<file path="config.mk">
export PLATFORM = sky130hd
export DESIGN_NAME = obstacle_avoid_drive_fsm_top
export DESIGN_NICKNAME = d
export VERILOG_FILES = /design/src/rtl/oad_pkg.sv /design/src/rtl/oad_cfg_regs.sv /design/src/rtl/oad_step.sv /design/src/rtl/obstacle_avoid_drive_fsm_top.sv
export SDC_FILE = /design/constraint.sdc
export NUM_CORES = 1
export LEC_CHECK = 0
export ABC_AREA = 1
export BUFFER_PORTS_ARGS = -buffer_cell sky130_fd_sc_hd__buf_2
export CAP_MARGIN = 20
export CORE_AREA = 2 2 177 179
export DETAILED_ROUTE_END_ITERATION = 8
export DIE_AREA = 0 0 179 181
export PLACE_DENSITY_LB_ADDON = 0.05
export SETUP_SLACK_MARGIN = 0.3
export SYNTH_ARGS = -nofsm -noshare
export SYNTH_HDL_FRONTEND = slang
export SYNTH_SLANG_ARGS = --single-unit
</file>
<file path="constraint.sdc">
create_clock -name clk -period 11.55 [get_ports clk]
set_clock_uncertainty 0.1 [all_clocks]
set_input_delay 0.5775 -clock clk [delete_from_list [all_inputs] [get_ports clk]]
set_output_delay 0.5775 -clock clk [all_outputs]
set_load 0.02 [all_outputs]
</file>
<file path="src/rtl/oad_pkg.sv">
// Shared types, codes and reset constants for the obstacle-avoiding drive sequencer.
// Used by oad_cfg_regs, oad_step and obstacle_avoid_drive_fsm_top; depends on nothing.
package oad_pkg;

  localparam int unsigned DistW  = 8;
  localparam int unsigned CmW    = 7;
  localparam int unsigned MsW    = 16;
  localparam int unsigned TimeW  = 32;
  localparam int unsigned SpeedW = 7;
  localparam int unsigned CfgIdxW  = 3;
  localparam int unsigned CfgDataW = 16;

  localparam logic [CmW-1:0] DIST_MAX = 7'd100;

  localparam logic [SpeedW-1:0] SPEED_BACK   = 7'd50;
  localparam logic [SpeedW-1:0] SPEED_CRUISE = 7'd65;
  localparam logic [SpeedW-1:0] SPEED_STEER  = 7'd80;
  localparam logic [SpeedW-1:0] SPEED_STOP   = 7'd0;

  localparam logic [CmW-1:0] RST_FRONT_BLOCK = 7'd35;
  localparam logic [CmW-1:0] RST_SIDE_BLOCK  = 7'd20;
  localparam logic [CmW-1:0] RST_CRASH       = 7'd10;
  localparam logic [MsW-1:0] RST_AVOID_TMO   = 16'd40;
  localparam logic [MsW-1:0] RST_BACK_TIME   = 16'd250;
  localparam logic [CmW-1:0] RST_NEAR_WALL   = 7'd15;
  localparam logic [CmW-1:0] RST_OPEN_SIDE   = 7'd70;
  localparam logic [CmW-1:0] RST_BAL_MARGIN  = 7'd6;

  typedef enum logic [1:0] {
    MODE_SCAN  = 2'd0,
    MODE_AVOID = 2'd1,
    MODE_BACK  = 2'd2
  } mode_t;

  typedef enum logic [2:0] {
    DIR_FRONT = 3'd0,
    DIR_BACK  = 3'd1,
    DIR_LEFT  = 3'd2,
    DIR_RIGHT = 3'd3,
    DIR_STOP  = 3'd4
  } dir_t;

  typedef enum logic [CfgIdxW-1:0] {
    CFG_FRONT_BLOCK = 3'd0,
    CFG_SIDE_BLOCK  = 3'd1,
    CFG_CRASH       = 3'd2,
    CFG_AVOID_TMO   = 3'd3,
    CFG_BACK_TIME   = 3'd4,
    CFG_NEAR_WALL   = 3'd5,
    CFG_OPEN_SIDE   = 3'd6,
    CFG_BAL_MARGIN  = 3'd7
  } cfg_idx_t;

  typedef struct packed {
    logic [CmW-1:0] front_block_cm;
    logic [CmW-1:0] side_block_cm;
    logic [CmW-1:0] crash_cm;
    logic [MsW-1:0] avoid_timeout_ms;
    logic [MsW-1:0] back_time_ms;
    logic [CmW-1:0] near_wall_cm;
    logic [CmW-1:0] open_side_cm;
    logic [CmW-1:0] balance_margin_cm;
  } cfg_t;

  typedef struct packed {
    logic              drive_valid;
    dir_t              direction;
    logic [SpeedW-1:0] speed_pct;
    mode_t             mode_after;
  } res_t;

  // No echo and anything beyond the sensor's useful range read as the far limit.
  function automatic logic [CmW-1:0] clean_dist(input logic [DistW-1:0] raw);
    logic [CmW-1:0] d;
    d = DIST_MAX;
    if (raw != '0 && raw <= {1'b0, DIST_MAX}) begin
      d = raw[CmW-1:0];
    end
    return d;
  endfunction

endpackage

</file>
<file path="src/rtl/oad_cfg_regs.sv">
// Configuration register file for the drive sequencer: eight thresholds and timings.
// Depends on oad_pkg for the register indexes, reset values and the cfg_t bundle.
module oad_cfg_regs (
  input  logic                           clk,
  input  logic                           rst_n,
  input  logic                           wr_en,
  input  oad_pkg::cfg_idx_t              wr_idx,
  input  logic [oad_pkg::CfgDataW-1:0]   wr_data,
  output oad_pkg::cfg_t                  cfg
);

  oad_pkg::cfg_t cfg_r;
  oad_pkg::cfg_t cfg_nxt;

  always_comb begin
    cfg_nxt = cfg_r;
    if (wr_en) begin
      unique case (wr_idx)
        oad_pkg::CFG_FRONT_BLOCK: cfg_nxt.front_block_cm    = wr_data[oad_pkg::CmW-1:0];
        oad_pkg::CFG_SIDE_BLOCK:  cfg_nxt.side_block_cm     = wr_data[oad_pkg::CmW-1:0];
        oad_pkg::CFG_CRASH:       cfg_nxt.crash_cm          = wr_data[oad_pkg::CmW-1:0];
        oad_pkg::CFG_AVOID_TMO:   cfg_nxt.avoid_timeout_ms  = wr_data[oad_pkg::MsW-1:0];
        oad_pkg::CFG_BACK_TIME:   cfg_nxt.back_time_ms      = wr_data[oad_pkg::MsW-1:0];
        oad_pkg::CFG_NEAR_WALL:   cfg_nxt.near_wall_cm      = wr_data[oad_pkg::CmW-1:0];
        oad_pkg::CFG_OPEN_SIDE:   cfg_nxt.open_side_cm      = wr_data[oad_pkg::CmW-1:0];
        oad_pkg::CFG_BAL_MARGIN:  cfg_nxt.balance_margin_cm = wr_data[oad_pkg::CmW-1:0];
        default: ;
      endcase
    end
  end

  always_ff @(posedge clk) begin
    if (!rst_n) begin
      cfg_r.front_block_cm    <= oad_pkg::RST_FRONT_BLOCK;
      cfg_r.side_block_cm     <= oad_pkg::RST_SIDE_BLOCK;
      cfg_r.crash_cm          <= oad_pkg::RST_CRASH;
      cfg_r.avoid_timeout_ms  <= oad_pkg::RST_AVOID_TMO;
      cfg_r.back_time_ms      <= oad_pkg::RST_BACK_TIME;
      cfg_r.near_wall_cm      <= oad_pkg::RST_NEAR_WALL;
      cfg_r.open_side_cm      <= oad_pkg::RST_OPEN_SIDE;
      cfg_r.balance_margin_cm <= oad_pkg::RST_BAL_MARGIN;
    end else begin
      cfg_r <= cfg_nxt;
    end
  end

  assign cfg = cfg_r;

endmodule

</file>
<file path="src/rtl/oad_step.sv">
// Combinational decision for one sensor word: next mode, mark reload and drive command.
// Depends on oad_pkg for the mode and direction codes and the cfg_t and res_t bundles.
module oad_step (
  input  oad_pkg::cfg_t                 cfg,
  input  oad_pkg::mode_t                mode,
  input  logic [oad_pkg::TimeW-1:0]     mark_time,
  input  logic [oad_pkg::DistW-1:0]     left_dist,
  input  logic [oad_pkg::DistW-1:0]     center_dist,
  input  logic [oad_pkg::DistW-1:0]     right_dist,
  input  logic [oad_pkg::TimeW-1:0]     now_ms,
  output oad_pkg::res_t                 res,
  output logic                          mark_load
);

  logic [oad_pkg::CmW-1:0]   l_cm;
  logic [oad_pkg::CmW-1:0]   c_cm;
  logic [oad_pkg::CmW-1:0]   r_cm;
  logic [oad_pkg::CmW-1:0]   min_lc;
  logic [oad_pkg::CmW-1:0]   fmin;
  logic [oad_pkg::TimeW-1:0] elapsed;
  logic signed [oad_pkg::CmW+1:0] diff;
  logic signed [oad_pkg::CmW+1:0] margin;
  logic avoid_tmo;
  logic back_done;

  assign l_cm   = oad_pkg::clean_dist(left_dist);
  assign c_cm   = oad_pkg::clean_dist(center_dist);
  assign r_cm   = oad_pkg::clean_dist(right_dist);
  assign min_lc = (l_cm < c_cm) ? l_cm : c_cm;
  assign fmin   = (r_cm < min_lc) ? r_cm : min_lc;

  // Wrapping subtraction keeps the elapsed time right across a timestamp rollover.
  assign elapsed   = now_ms - mark_time;
  assign avoid_tmo = elapsed >= {{(oad_pkg::TimeW-oad_pkg::MsW){1'b0}}, cfg.avoid_timeout_ms};
  assign back_done = elapsed >= {{(oad_pkg::TimeW-oad_pkg::MsW){1'b0}}, cfg.back_time_ms};

  assign diff   = $signed({2'b00, l_cm}) - $signed({2'b00, r_cm});
  assign margin = $signed({2'b00, cfg.balance_margin_cm});

  always_comb begin
    res.drive_valid = 1'b0;
    res.direction   = oad_pkg::DIR_FRONT;
    res.speed_pct   = '0;
    res.mode_after  = mode;
    mark_load       = 1'b0;
    unique case (mode)
      oad_pkg::MODE_SCAN: begin
        res.drive_valid = 1'b1;
        if (c_cm < cfg.crash_cm) begin
          res.direction  = oad_pkg::DIR_BACK;
          res.speed_pct  = oad_pkg::SPEED_BACK;
          res.mode_after = oad_pkg::MODE_BACK;
          mark_load      = 1'b1;
        end else if (fmin < cfg.front_block_cm) begin
          res.speed_pct  = oad_pkg::SPEED_STEER;
          res.mode_after = oad_pkg::MODE_AVOID;
          mark_load      = 1'b1;
          // A blocked side wins; otherwise turn towards the clearly wider side, left when even.
          priority if (l_cm < cfg.side_block_cm) res.direction = oad_pkg::DIR_RIGHT;
          else if (r_cm < cfg.side_block_cm)     res.direction = oad_pkg::DIR_LEFT;
          else if (diff > margin)                res.direction = oad_pkg::DIR_LEFT;
          else if (diff < -margin)               res.direction = oad_pkg::DIR_RIGHT;
          else                                   res.direction = oad_pkg::DIR_LEFT;
        end else begin
          res.speed_pct = oad_pkg::SPEED_CRUISE;
          priority if (l_cm < cfg.near_wall_cm) res.direction = oad_pkg::DIR_RIGHT;
          else if (r_cm < cfg.near_wall_cm)     res.direction = oad_pkg::DIR_LEFT;
          else if (l_cm >= cfg.open_side_cm && r_cm < cfg.open_side_cm)
            res.direction = oad_pkg::DIR_LEFT;
          else if (r_cm >= cfg.open_side_cm && l_cm < cfg.open_side_cm)
            res.direction = oad_pkg::DIR_RIGHT;
          else
            res.direction = oad_pkg::DIR_FRONT;
        end
      end
      oad_pkg::MODE_AVOID: begin
        if (fmin > cfg.front_block_cm || avoid_tmo) begin
          res.mode_after = oad_pkg::MODE_SCAN;
        end
      end
      oad_pkg::MODE_BACK: begin
        if (back_done) begin
          res.drive_valid = 1'b1;
          res.direction   = oad_pkg::DIR_STOP;
          res.speed_pct   = oad_pkg::SPEED_STOP;
          res.mode_after  = oad_pkg::MODE_SCAN;
        end
      end
      default: begin
        res.mode_after = oad_pkg::MODE_SCAN;
      end
    endcase
  end

endmodule

</file>
<file path="src/rtl/obstacle_avoid_drive_fsm_top.sv">
// Top level of the obstacle-avoiding drive sequencer: input register, decision, result register.
// Depends on oad_pkg, oad_cfg_regs and oad_step.
//
// Use of the block:
//   in_*   : one word per sensor sweep; in_tdata holds left, centre and right distance
//            (8 bits each) and the 32-bit millisecond timestamp.
//   out_*  : exactly one result word per input word; out_tuser is the drive-command
//            flag, out_tdata holds direction, speed in percent and the mode after the step.
//   cfg_*  : register writes (index 0..7, data in the low bits); always ready, and meant
//            to be used only while no word is in flight.
// The accepted word sits in the input register, and the decision is registered into the
// output register as the word advances, once the output register is empty or being emptied.
// One word per cycle unless stalled; the mode and mark time update as a word moves from
// the input register to the output register, so back-to-back words see each other's state.
// When the receiver stalls, the output register holds its word and the input register
// still takes one more word; after that in_tready drops until out_tready returns.
// Synchronous reset clears both stages, sets the mode to scan, the mark time to zero and
// the registers to their default thresholds.
module obstacle_avoid_drive_fsm_top (
  input  logic        clk,
  input  logic        rst_n,
  input  logic        in_tvalid,
  output logic        in_tready,
  // left_dist[7:0], center_dist[15:8], right_dist[23:16], now_ms[55:24]
  input  logic [55:0] in_tdata,
  output logic        out_tvalid,
  input  logic        out_tready,
  // drive_valid[0]
  output logic        out_tuser,
  // direction[2:0], speed_pct[9:3], mode_after[11:10], zero fill [15:12]
  output logic [15:0] out_tdata,
  input  logic        cfg_valid,
  output logic        cfg_ready,
  input  logic [2:0]  cfg_index,
  input  logic [15:0] cfg_data
);

  oad_pkg::cfg_t  cfg;
  oad_pkg::res_t  res;
  logic           mark_load;
  logic           advance;

  logic           in_vld_r;
  logic [55:0]    in_word_r;
  logic           out_vld_r;
  oad_pkg::res_t  out_res_r;
  oad_pkg::mode_t mode_r;
  oad_pkg::mode_t mode_nxt;
  logic [oad_pkg::TimeW-1:0] mark_r;
  logic [oad_pkg::TimeW-1:0] mark_nxt;

  assign cfg_ready = 1'b1;

  oad_cfg_regs u_cfg (
    .clk     (clk),
    .rst_n   (rst_n),
    .wr_en   (cfg_valid),
    .wr_idx  (oad_pkg::cfg_idx_t'(cfg_index)),
    .wr_data (cfg_data),
    .cfg     (cfg)
  );

  oad_step u_step (
    .cfg         (cfg),
    .mode        (mode_r),
    .mark_time   (mark_r),
    .left_dist   (in_word_r[7:0]),
    .center_dist (in_word_r[15:8]),
    .right_dist  (in_word_r[23:16]),
    .now_ms      (in_word_r[55:24]),
    .res         (res),
    .mark_load   (mark_load)
  );

  // The held word moves on when the output register is empty or being emptied.
  assign advance   = in_vld_r && (!out_vld_r || out_tready);
  assign in_tready = !in_vld_r || advance;

  assign mode_nxt = advance ? res.mode_after : mode_r;
  assign mark_nxt = (advance && mark_load) ? in_word_r[55:24] : mark_r;

  always_ff @(posedge clk) begin
    if (!rst_n) begin
      in_vld_r  <= 1'b0;
      out_vld_r <= 1'b0;
      mode_r    <= oad_pkg::MODE_SCAN;
      mark_r    <= '0;
    end else begin
      if (in_tready) begin
        in_vld_r <= in_tvalid;
      end
      if (advance) begin
        out_vld_r <= 1'b1;
      end else if (out_tready) begin
        out_vld_r <= 1'b0;
      end
      mode_r <= mode_nxt;
      mark_r <= mark_nxt;
    end
  end

  always_ff @(posedge clk) begin
    if (in_tready && in_tvalid) begin
      in_word_r <= in_tdata;
    end
    if (advance) begin
      out_res_r <= res;
    end
  end

  assign out_tvalid = out_vld_r;
  assign out_tuser  = out_res_r.drive_valid;
  assign out_tdata  = {4'b0000, out_res_r.mode_after, out_res_r.speed_pct,
                       out_res_r.direction};

`ifndef ASSERT_OFF
  // Without a command the direction and speed fields are zero.
  a_idle_fields_zero: assert property (@(posedge clk) disable iff (!rst_n)
    (out_tvalid && !out_tuser) |-> (out_tdata[9:0] == '0))
    else $error("result without command carries non-zero direction or speed");

  // A stop command always ends back-up and returns to scan.
  a_stop_to_scan: assert property (@(posedge clk) disable iff (!rst_n)
    (out_tvalid && out_tuser && out_res_r.direction == oad_pkg::DIR_STOP) |->
      (out_res_r.mode_after == oad_pkg::MODE_SCAN && out_res_r.speed_pct == oad_pkg::SPEED_STOP))
    else $error("stop command without return to scan");

  // A word decided in avoid never issues a command.
  a_avoid_silent: assert property (@(posedge clk) disable iff (!rst_n)
    (advance && mode_r == oad_pkg::MODE_AVOID) |=> (out_vld_r && !out_res_r.drive_valid))
    else $error("command issued from avoid");

  // The mode register follows the mode reported with each result.
  a_mode_tracks_result: assert property (@(posedge clk) disable iff (!rst_n)
    advance |=> (mode_r == out_res_r.mode_after))
    else $error("mode register differs from reported mode");

  // The mark time only changes on a word that enters back-up or avoid.
  a_mark_on_entry: assert property (@(posedge clk) disable iff (!rst_n)
    (mark_r != $past(mark_r)) |-> ($past(advance) && $past(mode_r) == oad_pkg::MODE_SCAN))
    else $error("mark time changed outside scan");
`endif

endmodule
</file>
; Word level (Yosys, flattened, before mapping)
; Index checks and enable logic that the tools add are counted.
[word_totals]
regBits = 179
input_bits = 80
output_inout_bits = 20
word_cells = 101
[op_classes]
n_addsub = 3
order_cmp = 20
n_eq_ne = 9
mux = 25
n_reduce_logical = 27
[op_table]
columns = cell, count
row1 = 7-bit less-than comparator, 10
row2 = 32-bit by 16-bit >= comparator with 1-bit output, 2
row3 = 7-bit 2-to-1 mux, 5
row4 = 32-bit subtractor, 1
row5 = 8-bit by 7-bit less-or-equal comparator with 1-bit output (second input constant), 3
row6 = 8-bit nonzero test, 3
row7 = 11-bit case mux with 2 select lines, 1
row8 = 2-bit AND reduction, 8
row9 = 3-bit 2-to-1 mux, 5
row10 = 7-bit >= comparator, 2
row11 = 13-bit 2-to-1 mux, 1
row12 = 3-bit equality test (second input constant), 4
row13 = 12-bit 2-to-1 mux, 1
row14 = 10-bit 2-to-1 mux, 1
row15 = 9-bit by 8-bit > comparator with 1-bit output, 1
row16 = 9-bit less-than comparator, 1
row17 = 7-bit negator with 9-bit output, 1
row18 = 1-bit logical AND, 8
row19 = 7-bit by 7-bit subtractor with 8-bit output, 1
row20 = 7-bit > comparator, 1
row21 = 1-bit 2-to-1 mux, 7
row22 = 3-bit by 2-bit equality test with 1-bit output (second input constant), 2
row23 = 2-bit 2-to-1 mux, 3
row24 = 2-bit case mux with 3 select lines, 1
row25 = 8 further kinds, 11

; Depth between registers and ports, before layout
[logic_depth]
ltp_word = 12
mapped_depth = 39
ltp_nobuf = 39

; Modules after synthesis
; From an unflattened synthesis, not the netlist that was laid out.
[hier_totals]
hier_cells = 1881
hier_area_um2 = 12985.0
[by_module_without_submodules]
columns = module, n_inst, cells_per_inst, area_per_inst_um2, seq_area_each_um2
row1 = oad_step, 1, 1097, 6159.7, 0.0
row2 = obstacle_avoid_drive_fsm_top, 1, 371, 3936.3, 2792.7
row3 = oad_cfg_regs, 1, 413, 2889.0, 1481.4

; Least setup slack after synthesis
; OpenSTA, ideal clock, no wires.
[synth_timing]
kind = reg2reg
from = register in_word_r[4]
to = register mark_r[24] (netlist name)
setup_time_ns = 0.116
arrival_time_ns = 4.937
t_required_ns = 11.334
path_slack_ns = 6.397
stages_incl_launch_ff = 33
path_buffers = 1
period_less_slack_ns = 5.153
cell_sequence = edfxtp_1 nor2_1 nand2_1 nor2_2 nor2_4 nand2_1 inv_1 nand2_1 ha_1 a31o_2 nor2_2 nand2_2 inv_1 nand2_1 o21ai_0 inv_1 ha_1 nand2_1 nor2_1 a211oi_1 nand2_4 nand2_1 nand2_1 ha_1 a21oi_1 o21ai_0 nand2_1 o2111ai_1 a21oi_4 nand2_4 buf_6 o21ai_1 a21oi_1
[synth_between]
elab_chain_cells = 12
elab_cells_between_ends = 13
classes_between = order compare (4) / mux (6) / reduce/logical (3)
[synth_lines]
columns = element, line_no
row1 = start: declaration, obstacle_avoid_drive_fsm_top.sv:44  ; logic [55:0] in_word_r;
row2 = start signal: assignment, obstacle_avoid_drive_fsm_top.sv:104  ; in_word_r <= in_tdata;
row3 = 8-bit by 7-bit less-or-equal comparator with 1-bit output / 8-bit nonzero test (equally long branches), oad_pkg.sv:76  ; if (raw != '0 && raw <= {1'b0, DIST_MAX}) begin
row4 = 1-bit logical AND, oad_pkg.sv:76
row5 = 7-bit 2-to-1 mux (*), oad_pkg.sv:76
row6 = 7-bit less-than comparator, oad_step.sv:29  ; assign min_lc = (l_cm < c_cm) ? l_cm : c_cm;
row7 = 7-bit 2-to-1 mux (*), oad_step.sv:29
row8 = 7-bit less-than comparator, oad_step.sv:30  ; assign fmin = (r_cm < min_lc) ? r_cm : min_lc;
row9 = 7-bit 2-to-1 mux (*), oad_step.sv:30
row10 = 7-bit less-than comparator (*), oad_step.sv:54  ; end else if (fmin < cfg.front_block_cm) begin
row11 = 1-bit 2-to-1 mux (*), oad_step.sv:54
row12 = 1-bit 2-to-1 mux (*), oad_step.sv:49  ; if (c_cm < cfg.crash_cm) begin
row13 = 1-bit 2-to-1 mux (*), oad_step.sv:46  ; unique case (mode)
row14 = 1-bit logical AND (*), obstacle_avoid_drive_fsm_top.sv:80  ; assign mark_nxt = (advance && mark_load) ? in_word_r[55:24] : mark_r;
row15 = end signal: assignment, obstacle_avoid_drive_fsm_top.sv:98  ; mark_r <= mark_nxt;
row16 = end: declaration, obstacle_avoid_drive_fsm_top.sv:49  ; logic [oad_pkg::TimeW-1:0] mark_r;
; Mark *: on every way between the ends. The rest lies on a longest branch, timed or not.
; A chain may end at the register's enable or synchronous reset.

; Worst setup path in the final report
[layout_timing]
from = register in_word_r[4]
to = register mark_r[3] (netlist name)
; Same word-level chain as after synthesis.

==> flow_summary.toml <==
[timing]
layout_setup_ws_ns = 5.093
worst_pin_slew_ns = 1.092
max_freq_ghz = 0.1549
slew_violations = 0
setup_viol = 0
timing.hold.ws_ns = 0.1985
post-route-period-util_pct = 55.91
fin_setup_tns_ns = 0
hold_viol = 0
rsz0062_at_grt = "false"
maxSlewHeadroom_pct = 26.75
period_minus_slack_ns = 6.457

[synthesis]
synth_warnings = 0
syn_inst = 1634
syn_area_um2 = 11990
yosysSeqAreaShare_pct = 34.90
synth_top_area_cell = "dfxtp_1"
synthTopCellsByArea = "dfxtp_1 (18%), edfxtp_1 (17%), ha_1 (15%)"
avgSynthCellArea_um2 = 7.337
synthArstFlopShare_pct = 0
synth_top_area_share_pct = 18.37
synth_most_common_cell = "nand2_1"
synthTopCellsByCount = "nand2_1 (379), inv_1 (290), a21oi_1 (151), ha_1 (139), nor2_1 (137)"
synth_cell_types = 49
synth-main-ff-cell = "dfxtp_1"
synth_edf_count = 66
ys_seq_elements = 176

[clock_network]
cts_hold_buf = 0
cts_max_path_buffers = 2
cts_resized = 0
cts_tree = "built"
cts_inserted_buffers = 17
ctsHtreeMaxLevel = 4
insertion_delay_ns = 0.45
post_cts_buffers = 0
cts_root_buffer = "clkbuf_16"
cts.clk_slew.worst_paths_ns = 0.07
cts.sink_count = 176

[worst_setup_path]
crit_top_cell = "nand2_1"
slowest_delay_ns = 0.85
start_kind = "flip-flop"
arrival_ns = 6.67
slowest_stage = "a211oi_1"
critPathRequiredTime_ns = 11.76
end_kind = "flip-flop"
crit_fanout = 62
crit_type = "flip-flop to flip-flop"

[die]
design.die.area_um2 = 32400
rows = 64
start_util_pct = 39.50
die_y_um = 181
fp.coreArea_um2 = 30350
die_w_um = 179
ios = 100

[pwr]
power_density_nw_per_um2 = 142.1
p_total_mw = 1.898
combPwrFrac_pct = 34.0
switching_share_pct = 36.42
p_switching_mw = 0.6913
clkPwrFrac_pct = 28.9
leakage_nw = 6.411
intPower_mw = 1.207
seq_power_share_pct = 37.1
max-vdd-ir-drop_mv = 0.1097

[cells_and_area]
fin_cells = 2134
drive_above_1_share_pct = 9.264
num_antenna_cells = 0
fillers = 3146
nets = 1946
area_growth_pct = 11.44

[global_routing]
grt_max_degree = 77
first_global_vias = 9546
grt_first_pass_wirelength_um = 50880
grt_antenna_before_repair = 0
gr-total-overflow = 0
grt_usage_pct = 20.16

[route]
wl_met3_um = 1701
vias = 10420
drt-total-wl_um = 31500
ant_nets = 0
highest_layer = "met4"
dr.pass1.iters = 5
drc = 0
wl_met1_um = 17070
viasPerCell = 4.882
wl_met2_um = 12310
dr.first_iter.drc_count = 618
wl_per_cell_um = 14.76

[placement]
dp_cells = 2102
dp_slack_ns = 5.208
io_buffer_count = 92
hpwl_um = 24600
place.gp.congestion = 0.8390

[status]
status = "complete, no violations"

[job]
maxCapViolations = 0

[min_path]
hold_class = "primary input to flip-flop"
kinds of logic (layout without fill, tap and decap cells):
group / count (synthesis) / after routing / share of synthesized area (%)
AND/OR/NAND/NOR: 647 / 647 / 22.75
buffers and inverters: 324 / 423 / 10.77
AO/OA/AOI/OAI: 318 / 318 / 14.78
flip-flops: 176 / 176 / 34.90
adder cells (fa/ha/maj): 141 / 141 / 14.84
XOR/XNOR: 26 / 26 / 1.899
other: 2 / 7 / 0.06264
area by class of cell:
| class | count | area (µm²) | area share [%] |
|---|---|---|---|
| timing repair buffer | 97 | 498.0 | 3.727 |
| inverter | 294 | 1104 | 8.260 |
| multi-input combinational | 1139 | 6533 | 48.90 |
| clock inverter | 15 | 121.4 | 0.9084 |
| tap | 396 | 495.5 | 3.709 |
| clock buffer | 17 | 425.4 | 3.184 |
| sequential | 176 | 4184 | 31.32 |
sequential cells by signal, summed over array words and instances (netlist names):
register and count:
out_tvalid 1, in_word_r 56, out_tuser 1, mode_r 2
in_vld_r 1, u_cfg.cfg 74, out_tdata 9, mark_r 32
power by group through the flow:
stage / clock [mW] / combinational, mW / sequential [mW]
after floorplan: 0 / 0.474 / 0.718
after global placement: 0 / 0.636 / 0.718
after detailed placement: 0 / 0.643 / 0.718
final: 0.549 / 0.645 / 0.704
after CTS: 0.566 / 0.647 / 0.704
after global routing: 0.593 / 0.747 / 0.708
worst max-delay path: cells and delay by family, from the launching register on:
| kind | cells | cell delay (ns) |
|---|---|---|
| AOI/OAI and AO/OA | 9 | 2.56 |
| adders and majority gates | 3 | 0.97 |
| buffers and inverters | 3 | 0.28 |
| DFF | 1 | 0.41 |
| and+or+nand+nor | 16 | 1.92 |
metrics by stage:
stage / cell area (µm²) / util (%)
3_3_place_gp: 12810 / 42.22
3_5_place_dp: 12810 / 42.22
4_1_cts: 13360 / 44.02
5_1_grt: 13360 / 44.02
6_report: 13360 / 44.02
2_1_floorplan: 12010 / -
layout by cell type (no fill, tap or decap), types with 19 or more instances in the layout:
cell type,count
nand2_1,379
inv_1,289
a21oi_1,151
ha_1,139
nor2_1,137
dfxtp_1,110
buf_2,92
o21ai_0,85
edfxtp_1,66
nand3_1,62
o21ai_1,25
xor2_1,22
o211ai_1,21
nand4_1,19
per-layer routing:
metal  track usage, %  vias to the layer above
met5                0                        -
met2            27.78                      219
met3            2.862                       23
li1                 -                     5499
met1            32.28                     4678
met4            5.008                        0
path summary, 6_finish.rpt:
path / start / to / slack, ns / cells after the start
hold / removal: in_tdata[25] / in_word_r[25] / 0.20 / 1
hold reg to reg: mark_r[17] / mark_r[17] / 0.36 / 2
setup reg to reg: in_word_r[4] / mark_r[3] / 5.09 / 31
setup / recovery: in_word_r[4] / mark_r[3] / 5.09 / 31
Power figures use the tool's default switching activity.
